File: src/hdl/ptl_pkg.sv
// Package for the pixel transfer layout block: GL format and type codes, status
// codes, register indexes, the queued job type and the pixel size lookup.
// No dependencies.
package ptl_pkg;

   localparam int CFG_IDX_W  = 3;
   localparam int CFG_DATA_W = 31;
   localparam int FIFO_DEPTH = 4;
   localparam int FIFO_AW    = $clog2(FIFO_DEPTH);
   localparam int FIFO_CW    = $clog2(FIFO_DEPTH + 1);

   localparam logic [CFG_IDX_W-1:0] REG_PACK_ALIGN      = 3'd0;
   localparam logic [CFG_IDX_W-1:0] REG_UNPACK_ALIGN    = 3'd1;
   localparam logic [CFG_IDX_W-1:0] REG_PACK_ROW_LEN    = 3'd2;
   localparam logic [CFG_IDX_W-1:0] REG_UNPACK_ROW_LEN  = 3'd3;
   localparam logic [CFG_IDX_W-1:0] REG_PACK_ROWS_SKIP  = 3'd4;
   localparam logic [CFG_IDX_W-1:0] REG_PACK_PIX_SKIP   = 3'd5;
   localparam logic [CFG_IDX_W-1:0] REG_UNPACK_ROWS_SKIP = 3'd6;
   localparam logic [CFG_IDX_W-1:0] REG_UNPACK_PIX_SKIP = 3'd7;

   localparam logic [2:0] ST_OK         = 3'd0;
   localparam logic [2:0] ST_NEG_SIZE   = 3'd1;
   localparam logic [2:0] ST_BAD_FORMAT = 3'd2;
   localparam logic [2:0] ST_BAD_TYPE   = 3'd3;
   localparam logic [2:0] ST_MISMATCH   = 3'd4;
   localparam logic [2:0] ST_OVERFLOW   = 3'd5;

   localparam logic [15:0] FMT_ALPHA           = 16'h1906;
   localparam logic [15:0] FMT_LUMINANCE       = 16'h1909;
   localparam logic [15:0] FMT_DEPTH           = 16'h1902;
   localparam logic [15:0] FMT_RED             = 16'h1903;
   localparam logic [15:0] FMT_RED_INTEGER     = 16'h8D94;
   localparam logic [15:0] FMT_LUMINANCE_ALPHA = 16'h190A;
   localparam logic [15:0] FMT_RG              = 16'h8227;
   localparam logic [15:0] FMT_RG_INTEGER      = 16'h8228;
   localparam logic [15:0] FMT_RGB             = 16'h1907;
   localparam logic [15:0] FMT_RGB_INTEGER     = 16'h8D98;
   localparam logic [15:0] FMT_RGBA            = 16'h1908;
   localparam logic [15:0] FMT_BGRA            = 16'h80E1;
   localparam logic [15:0] FMT_RGBA_INTEGER    = 16'h8D99;

   localparam logic [15:0] TYP_UBYTE        = 16'h1401;
   localparam logic [15:0] TYP_BYTE         = 16'h1400;
   localparam logic [15:0] TYP_USHORT       = 16'h1403;
   localparam logic [15:0] TYP_SHORT        = 16'h1402;
   localparam logic [15:0] TYP_HALF         = 16'h140B;
   localparam logic [15:0] TYP_HALF_OES     = 16'h8D61;
   localparam logic [15:0] TYP_UINT         = 16'h1405;
   localparam logic [15:0] TYP_INT          = 16'h1404;
   localparam logic [15:0] TYP_FLOAT        = 16'h1406;
   localparam logic [15:0] TYP_US_565       = 16'h8363;
   localparam logic [15:0] TYP_US_4444      = 16'h8033;
   localparam logic [15:0] TYP_US_5551      = 16'h8034;
   localparam logic [15:0] TYP_UI_2101010   = 16'h8368;
   localparam logic [15:0] TYP_UI_10F11F11F = 16'h8C3B;
   localparam logic [15:0] TYP_UI_5999      = 16'h8C3E;
   localparam logic [15:0] TYP_UI_24_8      = 16'h84FA;
   localparam logic [15:0] TYP_F32_UI_24_8  = 16'h8DAD;

   typedef struct packed {
      logic [2:0] status;
      logic [4:0] px;
   } px_info_type;

   typedef struct packed {
      logic [2:0]  status;
      logic        blank;
      logic [4:0]  px;
      logic [30:0] width;
      logic [30:0] height;
      logic [30:0] row_len;
      logic [3:0]  align;
      logic [30:0] rows_skip;
      logic [30:0] pix_skip;
   } job_type;

   typedef struct packed {
      logic [63:0] start_offset;
      logic [63:0] line_pitch;
      logic [63:0] row_size;
      logic [63:0] total_size;
      logic [30:0] row_count;
      logic [2:0]  status;
   } result_type;

   function automatic logic [2:0] comp_count(input logic [15:0] fmt);
      logic [2:0] n;
      case (fmt)
         FMT_ALPHA, FMT_LUMINANCE, FMT_DEPTH, FMT_RED, FMT_RED_INTEGER: n = 3'd1;
         FMT_LUMINANCE_ALPHA, FMT_RG, FMT_RG_INTEGER: n = 3'd2;
         FMT_RGB, FMT_RGB_INTEGER: n = 3'd3;
         FMT_RGBA, FMT_BGRA, FMT_RGBA_INTEGER: n = 3'd4;
         default: n = 3'd0;
      endcase
      return n;
   endfunction

   function automatic px_info_type px_lookup(input logic [15:0] fmt,
                                             input logic [15:0] typ);
      px_info_type r;
      logic [4:0]  unit;
      logic [2:0]  n;
      r.status = ST_OK;
      r.px     = 5'd0;
      unit     = 5'd0;
      n        = comp_count(fmt);
      case (typ)
         TYP_UBYTE, TYP_BYTE: unit = 5'd1;
         TYP_USHORT, TYP_SHORT, TYP_HALF, TYP_HALF_OES: unit = 5'd2;
         TYP_UINT, TYP_INT, TYP_FLOAT: unit = 5'd4;
         TYP_US_565: begin
            if (fmt != FMT_RGB) r.status = ST_MISMATCH;
            else r.px = 5'd2;
         end
         TYP_US_4444, TYP_US_5551: begin
            if (fmt != FMT_RGBA && fmt != FMT_BGRA) r.status = ST_MISMATCH;
            else r.px = 5'd2;
         end
         TYP_UI_2101010, TYP_UI_10F11F11F, TYP_UI_5999, TYP_UI_24_8: r.px = 5'd4;
         TYP_F32_UI_24_8: r.px = 5'd8;
         default: r.status = ST_BAD_TYPE;
      endcase
      if (unit != 5'd0) begin
         if (n == 3'd0) r.status = ST_BAD_FORMAT;
         else r.px = 5'(unit * {2'b00, n});
      end
      return r;
   endfunction

endpackage

File: src/hdl/ptl_fifo.sv
// Short job queue between the front end and the back end.
// Depends on ptl_pkg.
module ptl_fifo (
   input  logic             clock,
   input  logic             reset,
   input  logic             push,
   input  ptl_pkg::job_type push_job,
   input  logic             pop,
   output ptl_pkg::job_type pop_job,
   output logic             not_empty,
   output logic             not_full
);

   ptl_pkg::job_type               mem_ff [ptl_pkg::FIFO_DEPTH];
   logic [ptl_pkg::FIFO_AW-1:0]    wr_ptr_ff, rd_ptr_ff;
   logic [ptl_pkg::FIFO_CW-1:0]    count_ff, count_in;

   assign not_empty = (count_ff != '0);
   assign not_full  = (count_ff != ptl_pkg::FIFO_CW'(ptl_pkg::FIFO_DEPTH));
   assign pop_job   = mem_ff[rd_ptr_ff];

   always_comb begin
      count_in = count_ff;
      if (push && !pop) count_in = count_ff + 1'b1;
      else if (pop && !push) count_in = count_ff - 1'b1;
   end

   always_ff @(posedge clock) begin
      if (push) mem_ff[wr_ptr_ff] <= push_job;
   end

   always_ff @(posedge clock) begin
      if (reset) begin
         wr_ptr_ff <= '0;
         rd_ptr_ff <= '0;
         count_ff  <= '0;
      end else begin
         if (push) wr_ptr_ff <= wr_ptr_ff + 1'b1;
         if (pop) rd_ptr_ff <= rd_ptr_ff + 1'b1;
         count_ff <= count_in;
      end
   end

endmodule

File: config.mk
export PLATFORM = sky130hd
export DESIGN_NAME = ptl_fifo
export DESIGN_NICKNAME = d
export VERILOG_FILES = /design/src/hdl/ptl_pkg.sv /design/src/hdl/ptl_fifo.sv
export SDC_FILE = /design/constraint.sdc
export NUM_CORES = 1
export LEC_CHECK = 0
export BUFFER_PORTS_ARGS = -buffer_cell sky130_fd_sc_hd__buf_4
export CORE_MARGIN = 2
export CORE_UTILIZATION = 54
export CTS_CLUSTER_DIAMETER = 40
export CTS_CLUSTER_SIZE = 10
export DETAILED_ROUTE_END_ITERATION = 10
export GPL_TIMING_DRIVEN = 0
export PLACE_DENSITY = 0.87
export RECOVER_POWER = 100
export SYNTH_ARGS = -nofsm -noshare
export SYNTH_HDL_FRONTEND = slang
export SYNTH_SLANG_ARGS = --single-unit
export TNS_END_PERCENT = 100
File: constraint.sdc
create_clock -name clock -period 7 [get_ports clock]
set_clock_uncertainty 0.2 [all_clocks]
set_input_delay 0.35 -clock clock [delete_from_list [all_inputs] [get_ports clock]]
set_output_delay 0.35 -clock clock [all_outputs]
set_load 0.005 [all_outputs]
# == Yosys cells after proc, flatten, opt, wreduce, memory -nomap -nowiden ==
# Memory sizes are Yosys's and may differ from the RTL's. A register that Yosys moved wholly into a read port is not among the register bits.
# Index checks and enable logic that the tools add are counted.
# op_classes
reduce_logical,6
muxes,6
addsub,4
eq_ne,1
# op_table
cell,count
3-bit 2-to-1 mux,2
2-bit by 1-bit adder with 2-bit output (second input constant),2
2-bit 2-to-1 mux,2
3-bit by 1-bit adder with 3-bit output (second input constant),1
3-bit inequality test (second input constant),1
3-bit nonzero test,1
3-bit by 1-bit subtractor with 3-bit output (second input constant),1
1-bit logical AND,2
1-bit zero test,2
1-bit 2-to-1 mux,2
2-bit nonzero test,1
# word_totals
mem_count,1
inputBits,172
out_inout_bits,170
reg_bits,7
elab_cells,21
mem_bits_rw,672
# mem_list
memory,depth,word_bits,read_ports,rd_ports_with_merged_regs,wr,line,rtl
mem_ff,4,168,1,1,1,ptl_fifo.sv:14,ptl_pkg::job_type mem_ff [ptl_pkg::FIFO_DEPTH];

# == Logic depth before layout (Yosys ltp) ==
# logic_depth
ltp_word,4
ltp_mapped,7

# == Worst setup path after synthesis ==
# Ideal clock, no wire load.
# synth_path
kind,register -> register
startpoint,register wr_ptr_ff[0] (netlist name)
endpoint,memory mem_ff[0][0] (netlist name) (enable)
synth_period_minus_slack_ns,5.123
stages_incl_launch_ff,4
slack_ns,1.877
t_arrival_ns,4.375
path_cell_list,dfxtp_1 -> inv_1 -> ha_1 -> and2_1
# synth_lines
element,line,rtl
start: declaration,ptl_fifo.sv:15,"logic [ptl_pkg::FIFO_AW-1:0] wr_ptr_ff, rd_ptr_ff;"
start signal: assignment,ptl_fifo.sv:38,if (push) wr_ptr_ff <= wr_ptr_ff + 1'b1;
end: declaration,ptl_fifo.sv:14,
# No word-level cell before the write port.

# == Worst setup path in the final report ==
# layout_path
startpoint,register wr_ptr_ff[0] (netlist name)
endpoint,memory mem_ff[3][143] (netlist name) (enable)
# No word-level cell before the write port.

==> reports/results.tsv <==
stage	metric	value	unit
outcome	status	finished, violations left	
outcome	violations	max-capacitance violations, max-slew violations	
finish	final_area	31400	um^2
global_routing	top_usage_layer	met2	
worst_setup_path	cp_data_required_time	7040	ps
placement	dp_hpwl	31500	um
global_routing	grt_max_degree	59	
global_routing	grt_pass1_vias	13700	
timing	final_hold_viol_count	0	
finish	seq_area	20400	um^2
routing	ant_nets	0	
yosys	synth_cell_types	18	
floorplan	top_level_ports	342	
routing	num_vias	12700	
routing	viasPerCell	5.83	
finish	most-common-layout-cells	edfxtp_1 (672), clkbuf_1 (311), dlygate4sd3_1 (173)	
worst_setup_path	crit_fanout	55	
timing	post-route-period-util	69.3	%
global_routing	grt_overflow	0	
floorplan	row_count	78	
placement	routabilityCongestion	0.735	
routing	first_pass_iters	5	
finish	layout_commonest_cell	edfxtp_1	
yosys	yosysTopAreaCellShare	81.8	%
timing	fmax	206	MHz
global_routing	use_met3	6.82	%
clock_tree	cts_buffer_depth	3	
pwr	power	9.59	mW
finish	final_cells	2175	
floorplan	start_util	54.5	%
clock_tree	h-tree-depth	3	
job	drv_cap	6	
global_routing	antenna_found_initial	6	
floorplan	floorplan.die_area	47400	um^2
worst_setup_path	crit_path_max_incr_delay	1900	ps
yosys	synth.largest_area_cell	edfxtp_1	
finish	nets	1712	
finish	final_util	69.3	%
yosys	ys_seq_elements	681	
timing	slew_headroom	-87.0	%
timing	setup_viol	0	
clock_tree	clk_pin_slew	60	ps
clock_tree	worstSkewPairLatency	590	ps
routing	routedWlPerCell	27.0	um
worst_setup_path	slowest_stage	clkbuf_1	
timing	worst_pin_slew	2810	ps
finish	multi_input_area	4020	um^2
yosys	synth_nets	1101	
clock_tree	clock-sinks	681	
timing	fin_setup_tns	0	ps
worst_setup_path	critPathArrivalTime	4890	ps
floorplan	core-area	45300	um^2
clock_tree	cts_resized	0	
finish	nFillCells	2795	
worst_setup_path	path_cells	ha_1, and2_0, clkbuf_1, buf_16	
routing	drc	0	
yosys	postSynthAreaPerCell	26.7	um^2
timing	rsz0062_at_grt	no	
global_routing	gr-usage-met2	43.4	%
finish	drive_gt1_share	23.2	%
min_path	hold_path_class	input port to flip-flop	
worst_setup_path	critical_path_class	flip-flop to flip-flop	
timing	fin_crit	4850	ps
floorplan	die_height	218	um
pwr	peakVddDrop	289	uV
worst_setup_path	crit_path_end_kind	flip-flop	
yosys	yosys_warnings	0	
pwr	p_leak	10.1	nW
timing	drv_slew	177	
yosys	syn_inst	923	
yosys	yosys-top-cells-area	edfxtp_1 (82%), mux4_2 (15%), dfxtp_1 (0.73%)	
global_routing	grt_usage	25.2	%
clock_tree	cts_buffers	84	
global_routing	grt_pass1_wl	86600	um
routing	drt_iter0_drc	1149	
routing	routed_wirelength	58800	um
placement	dp_cells	1875	
placement	numPortBuffers	340	
worst_setup_path	critPathLaunchType	flip-flop	
clock_tree	cts_tree	yes	
clock_tree	cts-root-buf	clkbuf_16	
pwr	cellPowerDensity	306	nW/um^2
global_routing	grt_use_met1	29.9	%
yosys	synth_seq_area_share	82.5	%
yosys	synthesis.area	24700	um^2
finish	area_delta_synth_final	27.2	%
placement	dpl_cell_area	28300	um^2
floorplan	die_w	218	um
## report_power, final
group | leakage [nW] | switching (mW) | internal [mW]
logic | 2.64 | 0.490 | 0.453
registers | 6.25 | 0.0574 | 4.70
clock network | 1.18 | 1.55 | 2.34
total | 10.1 | 2.10 | 7.49
## cell usage after synthesis, drive strengths merged
cell    count
dfxtp       9
xnor2       2
fa          1
o21ai       1
mux2i       2
a21oi       1
buf        33
inv         4
xor2        3
and2        4
clkbuf      6
nand2       2
ha          5
edfxtp    672
nor2        8
or3         2
mux4      168
## metrics by stage
| stage | setup WS [ps] | hold slack, ps |
|---|---|---|
| 2_1_floorplan | 1880 | 249 |
| 3_3_place_gp | -1160 | 294 |
| 3_5_place_dp | 4250 | 308 |
| 4_1_cts | 3580 | 250 |
| 5_1_grt | 1940 | 347 |
| 6_report | 2150 | 355 |
## flip-flops by register name, indices dropped and copies added, names as in the netlist, named ones only
signal,cells
mem_ff,672
count_ff,3
rd_ptr_ff,2
wr_ptr_ff,2
## logic make-up after synthesis
logic type / Yosys count / share of synthesized area (%)
compound gates: 2 / 0.0405
xor+xnor: 5 / 0.178
fa+ha+maj: 6 / 0.335
buf+inv: 43 / 1.20
flops: 681 / 82.5
mux: 170 / 15.4
simple gates: 16 / 0.304
## final cells by class
class	instances	share of cell area, %
antenna	6	0.0478
buffer	39	0.841
clock buffer	100	7.09
clock inverter	21	0.698
inverter	4	0.0478
multi-input combinational	199	12.8
sequential	681	64.9
tap	600	2.39
timing repair buffer	525	11.2
## path summary, 6_finish.rpt
check / from / slack (ps) / depth (start not counted) / to
max reg2reg: wr_ptr_ff[0]$_SDFFE_PP0P_ / 2150 / 4 / mem_ff[3][143]$_DFFE_PP_
min reg2reg: rd_ptr_ff[1]$_SDFFE_PP0P_ / 360 / 2 / flip-flop
max: wr_ptr_ff[0]$_SDFFE_PP0P_ / 2150 / 4 / mem_ff[3][143]$_DFFE_PP_
min: push_job[38] / 350 / 2 / mem_ff[1][38]$_DFFE_PP_
## layer usage
| metal | part of all wire, % | routed length [um] | up-vias |
|---|---|---|---|
| li1 | - | - | 5212 |
| met2 | 53 | 31200 | 666 |
| met4 | 4.1 | 2420 | 0 |
| met1 | 35 | 20400 | 6653 |
| met5 | 0 | 0 | - |
| met3 | 8.1 | 4770 | 155 |
## what timing repair did
item,CTS,global route
buffers inserted,0,0
hold endpoints to repair,681,0
hold buffers,173,0
## worst max-delay path, delay by kind of cell (launching register included)
family | cells | cell delay (ps)
adders and majority gates | 1 | 170
DFF | 1 | 390
buffers and inverters | 2 | 2240
and+or+nand+nor | 1 | 1380
Note: power is estimated with default switching activity, not from simulation.
