**config.mk**
```make
export PLATFORM = sky130hd
export DESIGN_NAME = ptl_front
export DESIGN_NICKNAME = d
export VERILOG_FILES = /design/src/hdl/ptl_pkg.sv /design/src/hdl/ptl_front.sv
export SDC_FILE = /design/constraint.sdc
export NUM_CORES = 1
export LEC_CHECK = 0
export BUFFER_PORTS_ARGS = -buffer_cell sky130_fd_sc_hd__clkbuf_2
export CAP_MARGIN = 20
export CORE_UTILIZATION = 40
export DETAILED_ROUTE_END_ITERATION = 12
export GPL_TIMING_DRIVEN = 0
export HOLD_SLACK_MARGIN = 0.12
export PLACE_DENSITY = 0.65
export SYNTH_ARGS = -nofsm -noshare
export SYNTH_HDL_FRONTEND = slang
export SYNTH_SLANG_ARGS = --single-unit
export TNS_END_PERCENT = 20
```
**constraint.sdc**
```tcl
create_clock -name clock -period 4.2 [get_ports clock]
set_input_delay 0.42 -clock clock [delete_from_list [all_inputs] [get_ports clock]]
set_output_delay 0.42 -clock clock [all_outputs]
set_load 0.03 [all_outputs]
```
**src/hdl/ptl_pkg.sv**
```systemverilog
// Package for the pixel transfer layout block: GL format and type codes, status
// codes, register indexes, the queued job type and the pixel size lookup.
// No dependencies.
package ptl_pkg;

   localparam int CFG_IDX_W  = 3;
   localparam int CFG_DATA_W = 31;
   localparam int FIFO_DEPTH = 4;
   localparam int FIFO_AW    = $clog2(FIFO_DEPTH);
   localparam int FIFO_CW    = $clog2(FIFO_DEPTH + 1);

   localparam logic [CFG_IDX_W-1:0] REG_PACK_ALIGN      = 3'd0;
   localparam logic [CFG_IDX_W-1:0] REG_UNPACK_ALIGN    = 3'd1;
   localparam logic [CFG_IDX_W-1:0] REG_PACK_ROW_LEN    = 3'd2;
   localparam logic [CFG_IDX_W-1:0] REG_UNPACK_ROW_LEN  = 3'd3;
   localparam logic [CFG_IDX_W-1:0] REG_PACK_ROWS_SKIP  = 3'd4;
   localparam logic [CFG_IDX_W-1:0] REG_PACK_PIX_SKIP   = 3'd5;
   localparam logic [CFG_IDX_W-1:0] REG_UNPACK_ROWS_SKIP = 3'd6;
   localparam logic [CFG_IDX_W-1:0] REG_UNPACK_PIX_SKIP = 3'd7;

   localparam logic [2:0] ST_OK         = 3'd0;
   localparam logic [2:0] ST_NEG_SIZE   = 3'd1;
   localparam logic [2:0] ST_BAD_FORMAT = 3'd2;
   localparam logic [2:0] ST_BAD_TYPE   = 3'd3;
   localparam logic [2:0] ST_MISMATCH   = 3'd4;
   localparam logic [2:0] ST_OVERFLOW   = 3'd5;

   localparam logic [15:0] FMT_ALPHA           = 16'h1906;
   localparam logic [15:0] FMT_LUMINANCE       = 16'h1909;
   localparam logic [15:0] FMT_DEPTH           = 16'h1902;
   localparam logic [15:0] FMT_RED             = 16'h1903;
   localparam logic [15:0] FMT_RED_INTEGER     = 16'h8D94;
   localparam logic [15:0] FMT_LUMINANCE_ALPHA = 16'h190A;
   localparam logic [15:0] FMT_RG              = 16'h8227;
   localparam logic [15:0] FMT_RG_INTEGER      = 16'h8228;
   localparam logic [15:0] FMT_RGB             = 16'h1907;
   localparam logic [15:0] FMT_RGB_INTEGER     = 16'h8D98;
   localparam logic [15:0] FMT_RGBA            = 16'h1908;
   localparam logic [15:0] FMT_BGRA            = 16'h80E1;
   localparam logic [15:0] FMT_RGBA_INTEGER    = 16'h8D99;

   localparam logic [15:0] TYP_UBYTE        = 16'h1401;
   localparam logic [15:0] TYP_BYTE         = 16'h1400;
   localparam logic [15:0] TYP_USHORT       = 16'h1403;
   localparam logic [15:0] TYP_SHORT        = 16'h1402;
   localparam logic [15:0] TYP_HALF         = 16'h140B;
   localparam logic [15:0] TYP_HALF_OES     = 16'h8D61;
   localparam logic [15:0] TYP_UINT         = 16'h1405;
   localparam logic [15:0] TYP_INT          = 16'h1404;
   localparam logic [15:0] TYP_FLOAT        = 16'h1406;
   localparam logic [15:0] TYP_US_565       = 16'h8363;
   localparam logic [15:0] TYP_US_4444      = 16'h8033;
   localparam logic [15:0] TYP_US_5551      = 16'h8034;
   localparam logic [15:0] TYP_UI_2101010   = 16'h8368;
   localparam logic [15:0] TYP_UI_10F11F11F = 16'h8C3B;
   localparam logic [15:0] TYP_UI_5999      = 16'h8C3E;
   localparam logic [15:0] TYP_UI_24_8      = 16'h84FA;
   localparam logic [15:0] TYP_F32_UI_24_8  = 16'h8DAD;

   typedef struct packed {
      logic [2:0] status;
      logic [4:0] px;
   } px_info_type;

   typedef struct packed {
      logic [2:0]  status;
      logic        blank;
      logic [4:0]  px;
      logic [30:0] width;
      logic [30:0] height;
      logic [30:0] row_len;
      logic [3:0]  align;
      logic [30:0] rows_skip;
      logic [30:0] pix_skip;
   } job_type;

   typedef struct packed {
      logic [63:0] start_offset;
      logic [63:0] line_pitch;
      logic [63:0] row_size;
      logic [63:0] total_size;
      logic [30:0] row_count;
      logic [2:0]  status;
   } result_type;

   function automatic logic [2:0] comp_count(input logic [15:0] fmt);
      logic [2:0] n;
      case (fmt)
         FMT_ALPHA, FMT_LUMINANCE, FMT_DEPTH, FMT_RED, FMT_RED_INTEGER: n = 3'd1;
         FMT_LUMINANCE_ALPHA, FMT_RG, FMT_RG_INTEGER: n = 3'd2;
         FMT_RGB, FMT_RGB_INTEGER: n = 3'd3;
         FMT_RGBA, FMT_BGRA, FMT_RGBA_INTEGER: n = 3'd4;
         default: n = 3'd0;
      endcase
      return n;
   endfunction

   function automatic px_info_type px_lookup(input logic [15:0] fmt,
                                             input logic [15:0] typ);
      px_info_type r;
      logic [4:0]  unit;
      logic [2:0]  n;
      r.status = ST_OK;
      r.px     = 5'd0;
      unit     = 5'd0;
      n        = comp_count(fmt);
      case (typ)
         TYP_UBYTE, TYP_BYTE: unit = 5'd1;
         TYP_USHORT, TYP_SHORT, TYP_HALF, TYP_HALF_OES: unit = 5'd2;
         TYP_UINT, TYP_INT, TYP_FLOAT: unit = 5'd4;
         TYP_US_565: begin
            if (fmt != FMT_RGB) r.status = ST_MISMATCH;
            else r.px = 5'd2;
         end
         TYP_US_4444, TYP_US_5551: begin
            if (fmt != FMT_RGBA && fmt != FMT_BGRA) r.status = ST_MISMATCH;
            else r.px = 5'd2;
         end
         TYP_UI_2101010, TYP_UI_10F11F11F, TYP_UI_5999, TYP_UI_24_8: r.px = 5'd4;
         TYP_F32_UI_24_8: r.px = 5'd8;
         default: r.status = ST_BAD_TYPE;
      endcase
      if (unit != 5'd0) begin
         if (n == 3'd0) r.status = ST_BAD_FORMAT;
         else r.px = 5'(unit * {2'b00, n});
      end
      return r;
   endfunction

endpackage

```
**src/hdl/ptl_front.sv**
```systemverilog
// Front end: holds the configuration registers and classifies each request
// into a queued job (status, pixel size, selected pack or unpack settings).
// Depends on ptl_pkg.
module ptl_front (
   input  logic                             clock,
   input  logic                             reset,
   input  logic                             csr_wen,
   input  logic [ptl_pkg::CFG_IDX_W-1:0]    csr_index,
   input  logic [ptl_pkg::CFG_DATA_W-1:0]   csr_wdata,
   input  logic                             mode,
   input  logic [31:0]                      img_width,
   input  logic [31:0]                      img_height,
   input  logic [15:0]                      pix_format,
   input  logic [15:0]                      pix_type,
   output ptl_pkg::job_type                 job
);

   logic [3:0]  pack_align_ff, unpack_align_ff;
   logic [30:0] pack_row_len_ff, unpack_row_len_ff;
   logic [30:0] pack_rows_skip_ff, pack_pix_skip_ff;
   logic [30:0] unpack_rows_skip_ff, unpack_pix_skip_ff;

   logic [3:0]           align_in;
   logic                 align_ok;
   logic                 neg;
   logic                 zero;
   ptl_pkg::px_info_type info;

   assign align_in = csr_wdata[3:0];
   assign align_ok = (align_in == 4'd1) || (align_in == 4'd2) ||
                     (align_in == 4'd4) || (align_in == 4'd8);

   always_ff @(posedge clock) begin
      if (reset) begin
         pack_align_ff       <= 4'd4;
         unpack_align_ff     <= 4'd4;
         pack_row_len_ff     <= '0;
         unpack_row_len_ff   <= '0;
         pack_rows_skip_ff   <= '0;
         pack_pix_skip_ff    <= '0;
         unpack_rows_skip_ff <= '0;
         unpack_pix_skip_ff  <= '0;
      end else if (csr_wen) begin
         case (csr_index)
            ptl_pkg::REG_PACK_ALIGN: begin
               if (align_ok) pack_align_ff <= align_in;
            end
            ptl_pkg::REG_UNPACK_ALIGN: begin
               if (align_ok) unpack_align_ff <= align_in;
            end
            ptl_pkg::REG_PACK_ROW_LEN:     pack_row_len_ff     <= csr_wdata;
            ptl_pkg::REG_UNPACK_ROW_LEN:   unpack_row_len_ff   <= csr_wdata;
            ptl_pkg::REG_PACK_ROWS_SKIP:   pack_rows_skip_ff   <= csr_wdata;
            ptl_pkg::REG_PACK_PIX_SKIP:    pack_pix_skip_ff    <= csr_wdata;
            ptl_pkg::REG_UNPACK_ROWS_SKIP: unpack_rows_skip_ff <= csr_wdata;
            ptl_pkg::REG_UNPACK_PIX_SKIP:  unpack_pix_skip_ff  <= csr_wdata;
            default: ;
         endcase
      end
   end

   assign neg  = img_width[31] | img_height[31];
   assign zero = (img_width == 32'd0) || (img_height == 32'd0);
   assign info = ptl_pkg::px_lookup(pix_format, pix_type);

   always_comb begin
      if (neg) job.status = ptl_pkg::ST_NEG_SIZE;
      else if (zero) job.status = ptl_pkg::ST_OK;
      else job.status = info.status;
      job.blank     = zero;
      job.px        = info.px;
      job.width     = img_width[30:0];
      job.height    = img_height[30:0];
      job.row_len   = mode ? pack_row_len_ff : unpack_row_len_ff;
      job.align     = mode ? pack_align_ff : unpack_align_ff;
      job.rows_skip = mode ? pack_rows_skip_ff : unpack_rows_skip_ff;
      job.pix_skip  = mode ? pack_pix_skip_ff : unpack_pix_skip_ff;
   end

endmodule

```
Yosys cells after proc, flatten, opt, wreduce, memory -nomap -nowiden

Index checks and enable logic that the tools add are counted.

Latch bits: 0
Memory bits (read-only): 0
Memory bits (writable): 0
Bits in registers: 194
Output and inout bits: 168
Memories kept: 0
Input port bits: 134

Order comparisons: 0
Shift operators: 0
Equality and inequality tests: 44
Divide/modulo/power cells: 0
Reductions and logical operators: 28
Muxes and demuxes: 17
$add $sub $neg: 0
Multiply operators: 1
Bitwise gates (word level): 1

Operator list:

| cell                   | count |
|---|---|
| $eq A16 B13 Y1 const B | 15 |
| $eq A16 B16 Y1 const B | 15 |
| $mux W31               | 3 |
| $logic_not A32 Y1      | 2 |
| $ne A16 B13 Y1 const B | 2 |
| $pmux W5 S4            | 1 |
| $pmux W3 S3            | 2 |
| $ne A16 B16 Y1 const B | 1 |
| $mux W3                | 5 |
| $reduce_or A14 Y1      | 1 |
| $eq A3 B3 Y1 const B   | 4 |
| $pmux W3 S4            | 1 |
| $reduce_and A2 Y1      | 6 |
| $reduce_or A3 Y1       | 3 |
| $mux W8                | 1 |
| $reduce_or A4 Y1       | 2 |
| $eq A3 B2 Y1 const B   | 2 |
| $logic_not A3 Y1       | 2 |
| $reduce_and A3 Y1      | 2 |
| $reduce_or A2 Y1       | 3 |
| $mul A5 B3 Y5          | 1 |
| $mux W5                | 1 |
| $reduce_bool A5 Y1     | 1 |
| $reduce_or A5 Y1       | 1 |
| 10 further kinds       | 14 |

Longest topological paths before layout

Depth in word-level cells: 8
Gate-level depth with buffers: 13
Mapped depth without buffers: 13

Worst setup path after synthesis

OpenSTA, ideal clock, no wires.

Path type: input -> output
From: input pix_format[2]
To: output job[163] (netlist name)
Slack: 0.151 ns
Stages on the path: 13
Required time: 3.780 ns
Arrival: 3.629 ns
Buffers on the path: 0
Cells stage by stage: nand2b_1 nor3_1 o211ai_1 nor2_1 nor4_1 nor2_1 fa_1 ha_1 inv_1 fa_1 xnor2_1 or3_1 a21boi_0

RTL lines:

| item               | RTL line        | source |
|---|---|---|
| start: declaration | ptl_front.sv:13 | `input logic [15:0] pix_format,` |
| end: declaration   | ptl_front.sv:15 | `output ptl_pkg::job_type job` |

==> flow_summary_export.csv <==
group,metric,value,unit
power_and_ir_drop,power_density,338,nW/um^2
placed_design,dp.cells,1757,
sta,fmax,253,MHz
worst_setup_path,slowest_delay,0.51,ns
route,wl_per_cell,17.5,um
layout,utilization,51.5,%
route,num_vias,9288,
layout,drive_above_1_share,33.4,%
placed_design,gp_congestion,0.894,
layout,finalNetCount,1630,
die,initial_utilization,41.0,%
sta,fin_crit,3.96,ns
logic_synthesis,ys_top_cells_by_area,"dfxtp_1, nand2_1, mux2_2",
logic_synthesis,synth-edff-count,0,
clocking,htree_num_levels,4,
sta,slew_headroom,43.0,%
power_and_ir_drop,power.switching,1.08,mW
sta,clock_skew,0,ns
worst_setup_path,crit_slowest_cell,"fa_1",
layout,n_antenna_cell,0,
logic_synthesis,synth_seq_cells,194,
flow_run,maxCapViolations,0,
route,drt_iter0_drc,623,
die,pin_count,302,
worst_setup_path,cp_cell_sequence,"clkbuf_2 > nand4bb_2 > nor2_1 > and3_1 > nor4_2 > nor2_1 > fa_1 > ha_1 > inv_1 > fa_1 > xnor2_1 > or3_1 > a21boi_1 > buf_4",
logic_synthesis,syn_area_per_cell,7.91,um^2
logic_synthesis,synth_top_area_share,41.7,%
placed_design,dp_worst_setup_slack,-0.0700,ns
global_routing,grt_overflow,0,
worst_setup_path,worstSetupPathType,"in2out",
power_and_ir_drop,peakVddDrop,0.297,mV
worst_setup_path,worstPathRequired,3.78,ns
global_routing,grt_usage,25.9,%
layout,instances_no_fill,1789,
clocking,cts_hold_buf,0,
power_and_ir_drop,clkPwrFrac,37.9,%
die,dieHeight,155,um
route,viasPerCell,5.19,
sta,hold_viol,0,
worst_setup_path,cp_max_fo,6,
logic_synthesis,ys_seq_area_share,41.7,%
die,chipWidth,155,um
power_and_ir_drop,intPower,2.87,mW
clocking,cts_root_buf,"clkbuf_16",
worst_setup_path,critPathLaunchType,"input port",
global_routing,grt_max_degree,17,
placed_design,dp_hpwl,23.9,mm
route,drc_errors,0,
sta,fin_crit_sh,94.2,%
power_and_ir_drop,seqPwrFrac,47.9,%
sta,worst_slack,0.243,ns
die,row_count,55,
logic_synthesis,synth_ff_type,"dfxtp_1",
clocking,clockBufferDepth,2,
route,first_pass_iters,7,
sta,worstMarginPinSlew,0.846,ns
logic_synthesis,yosysUniqueCellTypes,57,
route,wirelength,31.4,mm
layout,final_cell_mix,"nand2_1, clkbuf_2, dfxtp_1",
layout,area_growth,25.6,%
route,detail-route-antenna-nets,0,
clocking,clkSinkCount,194,
die,fp.dieArea,23900,um^2
clocking,cts_buffers,17,
layout,n_fill_cell,2216,
layout,mostFrequentLayoutCell,"nand2_1",
worst_setup_path,critPathCaptureType,"primary output",
power_and_ir_drop,comb_power_share,14.2,%
clocking,clkLatencyLatePin,0.43,ns
global_routing,antenna_found_initial,0,
logic_synthesis,synth_warnings,0,
logic_synthesis,netlist_area,9310,um^2
logic_synthesis,ys_async_sr_fraction,0,%
min_path,hold_path_class,"in2reg",
clocking,clkTransAtPathRegs,0.06,ns
power_and_ir_drop,netSwitchingFraction,27.4,%
global_routing,grt_pass1_vias,8541,
global_routing,grt_first_pass_wirelength,47.1,mm
logic_synthesis,syn_inst,1176,
sta,slew_viol_final,0,
sta,setup_violations,0,
sta,rsz0062_at_grt,"false",
worst_setup_path,arrival,3.54,ns
logic_synthesis,syn_nets,1315,
logic_synthesis,synth.largest_area_cell,"dfxtp_1",
power_and_ir_drop,leakagePower,4.85,nW
placed_design,portBuffers,296,
clocking,cts_tree,"yes",
status,status,"finished clean",
die,core,22700,um^2
[cells in the mapped netlist, types with 3 or more instances]
master	n
nand2_1	383
dfxtp_1	194
a21oi_1	189
mux2_2	98
clkbuf_1	72
buf_4	63
nor2_1	32
nor4_1	26
nand3_1	9
nand4_1	9
nand2b_1	8
or3_1	7
inv_1	6
mux2i_1	6
o21ai_0	6
buf_1	4
nor2b_1	4
nor4b_1	4
ha_1	3
nor3_1	3
nor3b_1	3
or2_2	3
[through the flow]
step	total power, mW	TNS [ns]	cell area (um^2)	hold slack [ns]
2_1_floorplan	2.26	0	9310	0.430
3_3_place_gp	2.49	-0.0479	11100	0.437
3_5_place_dp	2.50	-0.0700	11100	0.443
4_1_cts	3.97	0	11700	0.277
5_1_grt	4.09	0	11700	0.282
6_report	3.96	0	11700	0.286
[flip-flops by register name, summed over array words and instances (netlist names)]
name	cells
pack_align_ff	4
pack_rows_skip_ff	31
pack_pix_skip_ff	31
unpack_row_len_ff	31
unpack_align_ff	4
unpack_pix_skip_ff	31
unpack_rows_skip_ff	31
pack_row_len_ff	31
[worst max-delay path: cells and delay by family]
family,cells,cell delay [ns]
AO/OA/AOI/OAI,1,0.21
buffers and inverters,3,0.35
AND/OR/NAND/NOR,6,1.32
XOR/XNOR,1,0.15
adder cells (fa/ha/maj),3,1.08
[cells by family after synthesis]
logic type               after synthesis  synth area share, %
buffers and inverters                146                 8.44
XOR/XNOR                               3                0.282
multiplexers                         104                 12.5
flip-flops                           194                 41.7
AND/OR/NAND/NOR                      510                 23.9
AO/OA/AOI/OAI                        214                 12.3
adder cells (fa/ha/maj)                5                0.834
[power groups by stage]
stage	registers [mW]	logic, mW	clock network [mW]
global placement	1.93	0.555	0
finish	1.90	0.563	1.50
floorplan	1.93	0.331	0
CTS	1.89	0.563	1.51
detailed placement	1.94	0.561	0
global route	1.90	0.601	1.60
[path summary, 6_finish.rpt]
kind                           from                     end  slack [ns]  depth (start not counted)
max                   pix_format[6]                job[163]        0.24                         14
min reg2reg  unpack_pix_skip_ff[19]  unpack_pix_skip_ff[19]        0.45                          2
max reg2reg      unpack_align_ff[2]      unpack_align_ff[2]        3.40                          2
min                   csr_wdata[17]     pack_row_len_ff[17]        0.29                          3
[per-layer routing]
metal / GRT usage (%) / part of all wire [%] / vias up
met5: 0 / 0 / -
met3: 4.88 / 6.8 / 66
met1: 30.0 / 39 / 4339
met4: 12.1 / 4.1 / 0
li1: - / - / 4524
met2: 46.0 / 50 / 359
[repair_timing]
action                                  4_1_cts  5_1_grt
resized for setup                             1        4
pin swaps                                     0        2
gates cloned                                  0        0
endpoints found under the setup margin        1        1
buffers inserted                              0        0
[layout make-up]
class | instances | area [um^2] | share of cell area (%)
Clock inverter | 9 | 57.6 | 0.492
Sequential cell | 194 | 3880 | 33.2
Inverter | 6 | 22.5 | 0.193
Clock buffer | 23 | 478 | 4.09
Multi-Input combinational cell | 836 | 4640 | 39.7
Buffer | 140 | 763 | 6.53
Tap cell | 285 | 357 | 3.05
Timing Repair Buffer | 296 | 1480 | 12.7
Power figures use the tool's default switching activity.
